## config.mk

```make
export PLATFORM = sky130hd
export DESIGN_NAME = multi_envelope_peak_tracker
export DESIGN_NICKNAME = d
export VERILOG_FILES = /design/src/hdl/mept_pkg.sv /design/src/hdl/multi_envelope_peak_tracker.sv /design/src/hdl/mept_ram.sv /design/src/hdl/mept_div.sv /design/src/hdl/mept_dp.sv /design/src/hdl/mept_ctrl.sv
export SDC_FILE = /design/constraint.sdc
export NUM_CORES = 2
export LEC_CHECK = 0
export BUFFER_PORTS_ARGS = -buffer_cell sky130_fd_sc_hd__buf_2
export CAP_MARGIN = 5
export CORE_MARGIN = 2
export CORE_UTILIZATION = 40
export DETAILED_ROUTE_END_ITERATION = 6
export GPL_TIMING_DRIVEN = 0
export PLACE_DENSITY = 0.56
export SYNTH_ARGS = -nofsm -noshare
export SYNTH_HDL_FRONTEND = slang
export SYNTH_SLANG_ARGS = --single-unit
```

## constraint.sdc

```tcl
create_clock -name i_clk -period 7.35 [get_ports i_clk]
set_input_delay 0 -clock i_clk [delete_from_list [all_inputs] [get_ports i_clk]]
set_output_delay 0 -clock i_clk [all_outputs]
set_load 0.005 [all_outputs]
```

## src/hdl/mept_pkg.sv

```systemverilog
// ----------------------------------------------------------------------------
// mept_pkg
// Shared types, widths and helpers of the multi envelope peak tracker.
// ----------------------------------------------------------------------------
package mept_pkg;

    localparam int MAX_ENV_DEF = 8;
    localparam int VAL_W       = 16;
    localparam int PROD_W      = 2 * VAL_W;
    localparam int LIVE_W      = 4;

    localparam logic REQ_ADD  = 1'b0;
    localparam logic REQ_TICK = 1'b1;

    typedef struct packed {
        logic             req_type;
        logic [VAL_W-1:0] amount;
        logic [VAL_W-1:0] hold_time;
        logic [VAL_W-1:0] fade_in_time;
        logic [VAL_W-1:0] fade_out_time;
        logic [VAL_W-1:0] time_step;
    } t_in_word;

    typedef struct packed {
        logic [VAL_W-1:0]  peak_size;
        logic              shaking;
        logic              dropped;
        logic [LIVE_W-1:0] entries_live;
    } t_out_word;

    typedef struct packed {
        logic [VAL_W-1:0] peak;
        logic [VAL_W-1:0] hold_left;
        logic [VAL_W-1:0] rise_left;
        logic [VAL_W-1:0] rise_full;
        logic [VAL_W-1:0] fall_left;
        logic [VAL_W-1:0] fall_full;
    } t_entry;

    localparam int ENTRY_W = $bits(t_entry);

    typedef struct packed {
        logic load_req;
        logic clr_idx;
        logic inc_idx;
        logic ram_rd;
        logic add_write;
        logic step_calc;
        logic mul_en;
        logic div_start;
        logic take_size;
        logic set_drop;
        logic out_load;
    } t_dp_cmd;

    typedef struct packed {
        logic req_tick;
        logic slot_valid;
        logic idx_last;
        logic direct;
        logic div_done;
        logic out_free;
    } t_dp_stat;

    function automatic logic [VAL_W-1:0] sub_clamp(input logic [VAL_W-1:0] a,
                                                   input logic [VAL_W-1:0] b);
        return (a > b) ? (a - b) : '0;
    endfunction

endpackage

```

## src/hdl/multi_envelope_peak_tracker.sv

```systemverilog
// an add scans the slots for a free one; a tick visits every slot, reads each
// live one, steps it and multiplies, and a live slot whose size needs division
// also goes through the 16-step serial divider
// one word is worked on at a time; the result register lets the next word in
// reset clears the valid bits, the live count and all control, no clearing pass
// ----------------------------------------------------------------------------
// multi_envelope_peak_tracker
// Table of trapezoid envelopes; add requests store one, ticks report the peak.
// ----------------------------------------------------------------------------
module multi_envelope_peak_tracker import mept_pkg::*; #(
    parameter int MAX_ENVELOPES = MAX_ENV_DEF
) (
    input  logic      i_clk,
    input  logic      i_rst_n,
    input  logic      i_in_valid,
    output logic      o_in_ready,
    input  t_in_word  i_in_word,
    output logic      o_out_valid,
    input  logic      i_out_ready,
    output t_out_word o_out_word
);
    t_dp_cmd  cmd;
    t_dp_stat stat;

    mept_ctrl u_ctrl (
        .i_clk      (i_clk),
        .i_rst_n    (i_rst_n),
        .i_in_valid (i_in_valid),
        .o_in_ready (o_in_ready),
        .i_stat     (stat),
        .o_cmd      (cmd)
    );

    mept_dp #(
        .MAX_ENVELOPES (MAX_ENVELOPES)
    ) u_dp (
        .i_clk       (i_clk),
        .i_rst_n     (i_rst_n),
        .i_in_word   (i_in_word),
        .i_cmd       (cmd),
        .o_stat      (stat),
        .i_out_ready (i_out_ready),
        .o_out_valid (o_out_valid),
        .o_out_word  (o_out_word)
    );

endmodule

```

## src/hdl/mept_ram.sv

```systemverilog
// ----------------------------------------------------------------------------
// mept_ram
// Generic single write port, single read port RAM with registered read.
// ----------------------------------------------------------------------------
module mept_ram #(
    parameter int WIDTH = 16,
    parameter int DEPTH = 8,
    localparam int AW   = (DEPTH > 1) ? $clog2(DEPTH) : 1
) (
    input  logic                   i_clk,
    input  logic                   i_we,
    input  logic [AW-1:0]          i_waddr,
    input  logic [WIDTH-1:0]       i_wdata,
    input  logic                   i_re,
    input  logic [AW-1:0]          i_raddr,
    output logic [WIDTH-1:0]       o_rdata
);
    logic [WIDTH-1:0] r_mem [DEPTH];
    logic [WIDTH-1:0] r_rdata;

    always_ff @(posedge i_clk) begin
        if (i_we) begin
            r_mem[i_waddr] <= i_wdata;
        end
        if (i_re) begin
            r_rdata <= r_mem[i_raddr];
        end
    end

    assign o_rdata = r_rdata;

endmodule

```

## src/hdl/mept_div.sv

```systemverilog
// ----------------------------------------------------------------------------
// mept_div
// Restoring divider, one quotient bit per cycle; quotient must fit VAL_W.
// ----------------------------------------------------------------------------
module mept_div import mept_pkg::*; (
    input  logic              i_clk,
    input  logic              i_rst_n,
    input  logic              i_start,
    input  logic [PROD_W-1:0] i_dividend,
    input  logic [VAL_W-1:0]  i_divisor,
    output logic              o_done,
    output logic [VAL_W-1:0]  o_quotient
);
    localparam int CNT_W = $clog2(VAL_W);

    logic             r_busy;
    logic             r_done;
    logic [CNT_W-1:0] r_cnt;
    logic [VAL_W-1:0] r_rem;
    logic [VAL_W-1:0] r_quo;
    logic [VAL_W-1:0] r_div;

    logic [VAL_W:0]   trial;
    logic             ge;
    logic [VAL_W-1:0] n_rem;
    logic [VAL_W-1:0] n_quo;

    always_comb begin
        trial = {r_rem, r_quo[VAL_W-1]};
        ge    = trial >= {1'b0, r_div};
        n_rem = ge ? VAL_W'(trial - {1'b0, r_div}) : trial[VAL_W-1:0];
        n_quo = {r_quo[VAL_W-2:0], ge};
    end

    always_ff @(posedge i_clk) begin
        if (!i_rst_n) begin
            r_busy <= 1'b0;
            r_done <= 1'b0;
            r_cnt  <= '0;
        end else begin
            r_done <= 1'b0;
            if (i_start) begin
                r_busy <= 1'b1;
                r_cnt  <= '0;
            end else if (r_busy) begin
                r_cnt <= r_cnt + 1'b1;
                if (r_cnt == CNT_W'(VAL_W - 1)) begin
                    r_busy <= 1'b0;
                    r_done <= 1'b1;
                end
            end
        end
    end

    always_ff @(posedge i_clk) begin
        if (i_start) begin
            r_rem <= i_dividend[PROD_W-1:VAL_W];
            r_quo <= i_dividend[VAL_W-1:0];
            r_div <= i_divisor;
        end else if (r_busy) begin
            r_rem <= n_rem;
            r_quo <= n_quo;
        end
    end

    assign o_done     = r_done;
    assign o_quotient = r_quo;

endmodule

```

## src/hdl/mept_dp.sv

```systemverilog
// ----------------------------------------------------------------------------
// mept_dp
// Datapath: envelope table, valid bits, step arithmetic, peak and result word.
// ----------------------------------------------------------------------------
module mept_dp import mept_pkg::*; #(
    parameter int MAX_ENVELOPES = MAX_ENV_DEF
) (
    input  logic      i_clk,
    input  logic      i_rst_n,
    input  t_in_word  i_in_word,
    input  t_dp_cmd   i_cmd,
    output t_dp_stat  o_stat,
    input  logic      i_out_ready,
    output logic      o_out_valid,
    output t_out_word o_out_word
);
    localparam int IDX_W  = (MAX_ENVELOPES > 1) ? $clog2(MAX_ENVELOPES) : 1;
    localparam int LCNT_W = $clog2(MAX_ENVELOPES + 1);
    localparam int LX_W   = (LCNT_W > LIVE_W) ? LCNT_W : LIVE_W;

    t_in_word                 r_req;
    logic [IDX_W-1:0]         r_idx;
    logic [MAX_ENVELOPES-1:0] r_valid;
    logic [LCNT_W-1:0]        r_live;
    logic                     r_dropped;
    logic [VAL_W-1:0]         r_largest;
    logic [VAL_W-1:0]         r_num;
    logic [VAL_W-1:0]         r_peak;
    logic [VAL_W-1:0]         r_den;
    logic                     r_direct;
    logic [VAL_W-1:0]         r_dsize;
    logic [PROD_W-1:0]        r_prod;
    logic                     r_out_valid;
    t_out_word                r_out_word;

    logic [ENTRY_W-1:0] ram_rdata;
    logic [ENTRY_W-1:0] ram_wdata;
    t_entry             cur;
    t_entry             new_entry;
    t_entry             step_entry;
    logic [VAL_W-1:0]   n_num;
    logic [VAL_W-1:0]   n_den;
    logic               n_direct;
    logic [VAL_W-1:0]   n_dsize;
    logic               freed;
    logic               div_done;
    logic [VAL_W-1:0]   quotient;
    logic [VAL_W-1:0]   size;
    logic [LX_W-1:0]    live_ext;

    assign cur = t_entry'(ram_rdata);

    always_comb begin
        new_entry.peak      = r_req.amount;
        new_entry.hold_left = r_req.hold_time;
        new_entry.rise_left = r_req.fade_in_time;
        new_entry.rise_full = r_req.fade_in_time;
        new_entry.fall_left = r_req.fade_out_time;
        new_entry.fall_full = r_req.fade_out_time;
    end

    always_comb begin
        step_entry = cur;
        n_num      = '0;
        n_den      = '0;
        n_direct   = 1'b1;
        n_dsize    = cur.peak;
        if (cur.rise_left != '0) begin
            step_entry.rise_left = sub_clamp(cur.rise_left, r_req.time_step);
            if (cur.rise_full != '0 && step_entry.rise_left <= cur.rise_full) begin
                n_direct = 1'b0;
                n_num    = cur.rise_full - step_entry.rise_left;
                n_den    = cur.rise_full;
            end
        end else if (cur.hold_left != '0) begin
            step_entry.hold_left = sub_clamp(cur.hold_left, r_req.time_step);
        end else begin
            step_entry.fall_left = sub_clamp(cur.fall_left, r_req.time_step);
            if (step_entry.fall_left <= cur.fall_full) begin
                if (cur.fall_full == '0) begin
                    n_dsize = '0;
                end else begin
                    n_direct = 1'b0;
                    n_num    = step_entry.fall_left;
                    n_den    = cur.fall_full;
                end
            end
        end
        freed = (step_entry.rise_left == '0) && (step_entry.hold_left == '0) &&
                (step_entry.fall_left == '0);
    end

    assign ram_wdata = i_cmd.add_write ? ENTRY_W'(new_entry) : ENTRY_W'(step_entry);

    mept_ram #(
        .WIDTH (ENTRY_W),
        .DEPTH (MAX_ENVELOPES)
    ) u_ram (
        .i_clk   (i_clk),
        .i_we    (i_cmd.add_write | i_cmd.step_calc),
        .i_waddr (r_idx),
        .i_wdata (ram_wdata),
        .i_re    (i_cmd.ram_rd),
        .i_raddr (r_idx),
        .o_rdata (ram_rdata)
    );

    mept_div u_div (
        .i_clk      (i_clk),
        .i_rst_n    (i_rst_n),
        .i_start    (i_cmd.div_start),
        .i_dividend (r_prod),
        .i_divisor  (r_den),
        .o_done     (div_done),
        .o_quotient (quotient)
    );

    assign size     = r_direct ? r_dsize : quotient;
    assign live_ext = LX_W'(r_live);

    // control state
    always_ff @(posedge i_clk) begin
        if (!i_rst_n) begin
            r_valid     <= '0;
            r_live      <= '0;
            r_out_valid <= 1'b0;
        end else begin
            if (i_cmd.add_write) begin
                r_valid[r_idx] <= 1'b1;
                r_live         <= r_live + 1'b1;
            end else if (i_cmd.step_calc && freed) begin
                r_valid[r_idx] <= 1'b0;
                r_live         <= r_live - 1'b1;
            end
            if (i_cmd.out_load) begin
                r_out_valid <= 1'b1;
            end else if (i_out_ready) begin
                r_out_valid <= 1'b0;
            end
        end
    end

    // payload
    always_ff @(posedge i_clk) begin
        if (i_cmd.load_req) begin
            r_req     <= i_in_word;
            r_dropped <= 1'b0;
            r_largest <= '0;
        end
        if (i_cmd.clr_idx) begin
            r_idx <= '0;
        end else if (i_cmd.inc_idx) begin
            r_idx <= r_idx + 1'b1;
        end
        if (i_cmd.set_drop) begin
            r_dropped <= 1'b1;
        end
        if (i_cmd.step_calc) begin
            r_num    <= n_num;
            r_peak   <= cur.peak;
            r_den    <= n_den;
            r_direct <= n_direct;
            r_dsize  <= n_dsize;
        end
        if (i_cmd.mul_en) begin
            r_prod <= PROD_W'(r_num) * PROD_W'(r_peak);
        end
        if (i_cmd.take_size && size > r_largest) begin
            r_largest <= size;
        end
        if (i_cmd.out_load) begin
            r_out_word.peak_size    <= (r_live == '0 || r_req.req_type == REQ_ADD) ?
                                       '0 : r_largest;
            r_out_word.shaking      <= (r_live != '0);
            r_out_word.dropped      <= r_dropped;
            r_out_word.entries_live <= (live_ext > LX_W'(15)) ?
                                       LIVE_W'(15) : live_ext[LIVE_W-1:0];
        end
    end

    always_comb begin
        o_stat.req_tick   = (r_req.req_type == REQ_TICK);
        o_stat.slot_valid = r_valid[r_idx];
        o_stat.idx_last   = (r_idx == IDX_W'(MAX_ENVELOPES - 1));
        o_stat.direct     = r_direct;
        o_stat.div_done   = div_done;
        o_stat.out_free   = !r_out_valid || i_out_ready;
    end

    assign o_out_valid = r_out_valid;
    assign o_out_word  = r_out_word;

endmodule

```

## src/hdl/mept_ctrl.sv

```systemverilog
// ----------------------------------------------------------------------------
// mept_ctrl
// Controller: walks the table slot by slot for add and tick requests.
// ----------------------------------------------------------------------------
module mept_ctrl import mept_pkg::*; (
    input  logic     i_clk,
    input  logic     i_rst_n,
    input  logic     i_in_valid,
    output logic     o_in_ready,
    input  t_dp_stat i_stat,
    output t_dp_cmd  o_cmd
);
    typedef enum logic [7:0] {
        S_IDLE   = 8'b0000_0001,
        S_SCAN   = 8'b0000_0010,
        S_READ   = 8'b0000_0100,
        S_MUL    = 8'b0000_1000,
        S_DSTART = 8'b0001_0000,
        S_DWAIT  = 8'b0010_0000,
        S_ACC    = 8'b0100_0000,
        S_FIN    = 8'b1000_0000
    } t_state;

    t_state r_state;
    t_state n_state;

    always_comb begin
        n_state    = r_state;
        o_cmd      = '0;
        o_in_ready = 1'b0;
        case (r_state)
            S_IDLE: begin
                o_in_ready = 1'b1;
                if (i_in_valid) begin
                    o_cmd.load_req = 1'b1;
                    o_cmd.clr_idx  = 1'b1;
                    n_state        = S_SCAN;
                end
            end
            S_SCAN: begin
                if (!i_stat.req_tick) begin
                    if (!i_stat.slot_valid) begin
                        o_cmd.add_write = 1'b1;
                        n_state         = S_FIN;
                    end else if (i_stat.idx_last) begin
                        o_cmd.set_drop = 1'b1;
                        n_state        = S_FIN;
                    end else begin
                        o_cmd.inc_idx = 1'b1;
                    end
                end else if (i_stat.slot_valid) begin
                    o_cmd.ram_rd = 1'b1;
                    n_state      = S_READ;
                end else if (i_stat.idx_last) begin
                    n_state = S_FIN;
                end else begin
                    o_cmd.inc_idx = 1'b1;
                end
            end
            S_READ: begin
                o_cmd.step_calc = 1'b1;
                n_state         = S_MUL;
            end
            S_MUL: begin
                o_cmd.mul_en = 1'b1;
                n_state      = i_stat.direct ? S_ACC : S_DSTART;
            end
            S_DSTART: begin
                o_cmd.div_start = 1'b1;
                n_state         = S_DWAIT;
            end
            S_DWAIT: begin
                if (i_stat.div_done) begin
                    n_state = S_ACC;
                end
            end
            S_ACC: begin
                o_cmd.take_size = 1'b1;
                if (i_stat.idx_last) begin
                    n_state = S_FIN;
                end else begin
                    o_cmd.inc_idx = 1'b1;
                    n_state       = S_SCAN;
                end
            end
            S_FIN: begin
                if (i_stat.out_free) begin
                    o_cmd.out_load = 1'b1;
                    n_state        = S_IDLE;
                end
            end
            default: begin
                n_state = S_IDLE;
            end
        endcase
    end

    always_ff @(posedge i_clk) begin
        if (!i_rst_n) begin
            r_state <= S_IDLE;
        end else begin
            r_state <= n_state;
        end
    end

endmodule

```

==> summary.md <==
| Metric | Value |
|---|---|
| Most common cell in the netlist | edfxtp_1 |
| Grt ovf | 0 |
| Status | finished, final reports clean |
| Crit path required time | 7.77 ns |
| Clock transition at the registers of the reported paths | 0.06 ns |
| Hold wc startpoint | i_in_word[77] |
| Crit path time final | 7.04 ns |
| Setup slack after layout | 0.310 ns |
| Fillcell total | 12,200 |
| Worst R2R End | u_dp.r_prod[31] |
| Worst Path Arrival | 7.46 ns |
| Maximum root-to-sink buffer count | 3 |
| CP max stage cell | fa_1 |
| First-pass DRT Iterations | 6 |
| Area Overhead vs Synth | 17.2% |
| Flop-to-flop setup slack | 0.31 ns |
| Synthesized cell area | 0.0557 mm² |
| Slew @ Worst Pin | 1.47 ns |
| Later-pin clock latency in the skew report | 0.77 ns |
| CTS tree | built |
| Leakage | 0.0239 µW |
| Global-route wire length before repair | 266 mm |
| IO Pins | 109 |
| Syn Nets | 4,661 |
| Synth Instances | 4,155 |
| Synth cell types | 85 |
| Placer Congestion | 0.944 |
| Initial antenna violation count | 5 |
| Slew HR | 1.92% |
| Residual DRC | 0 |
| Dpl ws | -0.811 ns |
| Sum of negative setup slack | 0 ns |
| Vias/cell | 5.74 |
| Die span in x | 377 µm |
| Layout cells sized above 1 | 9.73% |
| Crit path from | u_dp.r_num[6] |
| RR Startpoint | u_dp.r_num[6] |
| Row count | 136 |
| Cell Pwr Density | 217 mW/mm² |
| Initial core utilization | 40.4% |
| Finished Cell Area | 0.0653 mm² |
| CP Max Fanout | 10 |
| Routed len/inst | 28.7 µm |
| Synth top area cells | edfxtp_1, fa_1, a22oi_1, ha_1, nand2_1 |
| Final number of hold-violating endpoints | 0 |
| WHS Path Cells | 2 |
| Ys flop type | edfxtp_1 |
| Final period util | 95.8% |
| GR Util All Layers | 26.3% |
| Max Fclk | 0.142 GHz |
| Drt total wl | 187 mm |
| Yosys warns | 0 |
| Slew Limit Fails | 0 |
| Die Span Y | 377 µm |
| Core area | 0.138 mm² |
| Cell Area, Placed | 0.0596 mm² |
| Htree depth | 3 |
| FFs w/ async S/R, synth | 0% |
| Final Skew | 0.0722 ns |
| Final setup fails | 0 |
| TritonCTS Buffers | 119 |
| Die area | 0.142 mm² |
| Average size of a mapped cell | 13.4 µm² |
| Yosys top cell by area | edfxtp_1 |
| WHS | 0.0302 ns |
| Reg area | 0.0345 mm² |
| Seq cells post-synth | 1,159 |
| Initial detailed-routing violation count | 4,075 |
| Nets@finish | 5,121 |
| CTS sink count | 1,159 |
| CP startpoint kind | register |
| CP most frequent cell | fa_1 |
| Hold crit path type | in -> reg |
| Vias in the first global route | 37,200 |
| Post-Route Utilization | 47.4% |
| Post-DP HPWL | 132 mm |
| Setup Crit Path Kind | reg -> reg |
| Max cap viols | 0 |
| Register area share after synthesis | 61.9% |
| Port bufs | 108 |
| Clock root buffer | clkbuf_16 |
| Largest net degree at the start of global routing | 57 |
| Multi-input gate area | 0.0194 mm² |
| Post-synth top cells | edfxtp_1, nand2_1, a22oi_1, inv_1, ha_1 |
| Unrepaired setup endpoints after global routing | false |
| Synth top area share | 60.8% |
| WHS Endpoint | u_dp.new_entry[93] |
| Crit path capture type | register |
| Worst vdd ir | 205 µV |
| R2R depth | 25 |
| Post-synth EDFFs | 1,128 |
| DR vias | 37,400 |
| Max incr delay on CP | 0.53 ns |
| Routed Antenna Nets | 0 |
-- logic make-up after synthesis --
kind of cell | after synthesis | share of synthesized area (%)
AO/OA/AOI/OAI | 868 | 11.1
XOR/XNOR | 79 | 1.24
adder cells (fa/ha/maj) | 421 | 12.1
buffers and inverters | 524 | 3.55
flip-flops | 1159 | 61.9
multiplexers | 33 | 0.629
AND/OR/NAND/NOR | 1071 | 9.45
-- placed cells by master (no fill, tap or decap), drive strengths merged, types with 12 or more instances in the layout --
cell type / synthesis / layout
dfxtp: 31 / 31
a221oi: 15 / 15
a211oi: 14 / 14
o21ai: 133 / 133
nand3: 26 / 26
nand3b: 12 / 12
nand2: 415 / 415
dlygate4sd3: 0 / 160
or3: 20 / 20
nor4: 19 / 19
edfxtp: 1128 / 1128
nand2b: 16 / 16
and2: 130 / 130
fa: 200 / 200
mux2i: 17 / 17
inv: 338 / 343
a21o: 38 / 38
and3: 28 / 28
clkinv: 0 / 54
ha: 221 / 221
a21oi: 109 / 109
buf: 16 / 198
mux2: 16 / 16
nor2b: 56 / 56
nor2: 159 / 159
a22o: 30 / 30
xor2: 28 / 28
nor3: 36 / 36
nand4: 123 / 123
xnor2: 51 / 51
o21a: 34 / 34
a22oi: 388 / 388
clkbuf: 170 / 318
-- where the power goes --
part	internal [µW]	total [µW]	switching, µW	leakage [µW]
Combinational	299	865	566	0.0116
Sequential	7290	7330	34.4	0.0105
Clock	3340	5980	2640	0.00186
Total	10900	14200	3240	0.0239
-- critical path, delay by kind of cell, from the launching register on --
family	cells	cell delay (ns)
buf+inv	6	0.52
flops	1	0.52
xor+xnor	1	0.15
fa+ha+maj	7	3.35
compound gates	9	1.79
simple gates	2	0.36
-- final cells by class --
type	instances	area share (%)
clock buffer	151	4.86
buffer	186	1.20
tap	1794	3.44
clock inverter	72	0.996
inverter	338	1.95
multi-input combinational	2472	29.6
sequential	1159	52.8
antenna	2	0.00766
timing repair buffer	339	5.09
-- layer usage --
metal	wire length, µm	global-route usage (%)	vias up	part of all wire, %
met1	76800	34.9	19100	41
met3	14100	4.78	359	7.5
met2	87600	42.4	1574	47
met5	32	0	-	0.017
met4	8330	10.8	4	4.5
li1	-	-	16400	-
-- worst max-delay path by stage --
stage / depth (start not counted) / to
after floorplan: 5 / u_dp.u_ram.r_mem[0][0]
after global placement: 11 / u_dp.u_ram.r_mem[1][30]
after detailed placement: 23 / u_dp.r_prod[30]
after CTS: 25 / u_dp.r_prod[31]
after global routing: 22 / u_dp.r_prod[30]
final: 25 / u_dp.r_prod[31]
-- state kept, by name (all words and copies together), names as in the netlist, 3 cells and up --
name                   count
u_dp.r_peak               16
u_ctrl.r_state             8
u_dp.u_ram.r_mem         768
u_dp.r_dsize              16
u_dp.r_num                16
u_dp.r_req                16
u_dp.r_prod               32
u_dp.r_den                16
u_dp.new_entry            64
u_dp.r_largest            16
u_dp.u_div.r_div          16
u_dp.r_idx                 3
u_dp.live_ext              4
u_dp.u_div.r_cnt           4
u_dp.u_div.r_rem          16
u_dp.u_div.o_quotient     16
u_dp.r_valid               8
u_dp.o_out_word           22
u_dp.u_ram.o_rdata        96
-- metrics by stage --
| step | total power [µW] | cells |
|---|---|---|
| after detailed placement | 8250 | 6105 |
| final | 14200 | 6513 |
| after global placement | 8240 | 6057 |
| after global routing | 14500 | 6511 |
| after floorplan | 7910 | 4155 |
| after CTS | 14200 | 6502 |
-- what timing repair did --
item,in CTS,in global routing
resized for setup,35,19
hold buffers,160,0
setup buffers,14,6
endpoints found under the setup margin,9,3
pin swaps,2,1
endpoints found under the hold margin,100,0
(Power assumes the default switching activity.)
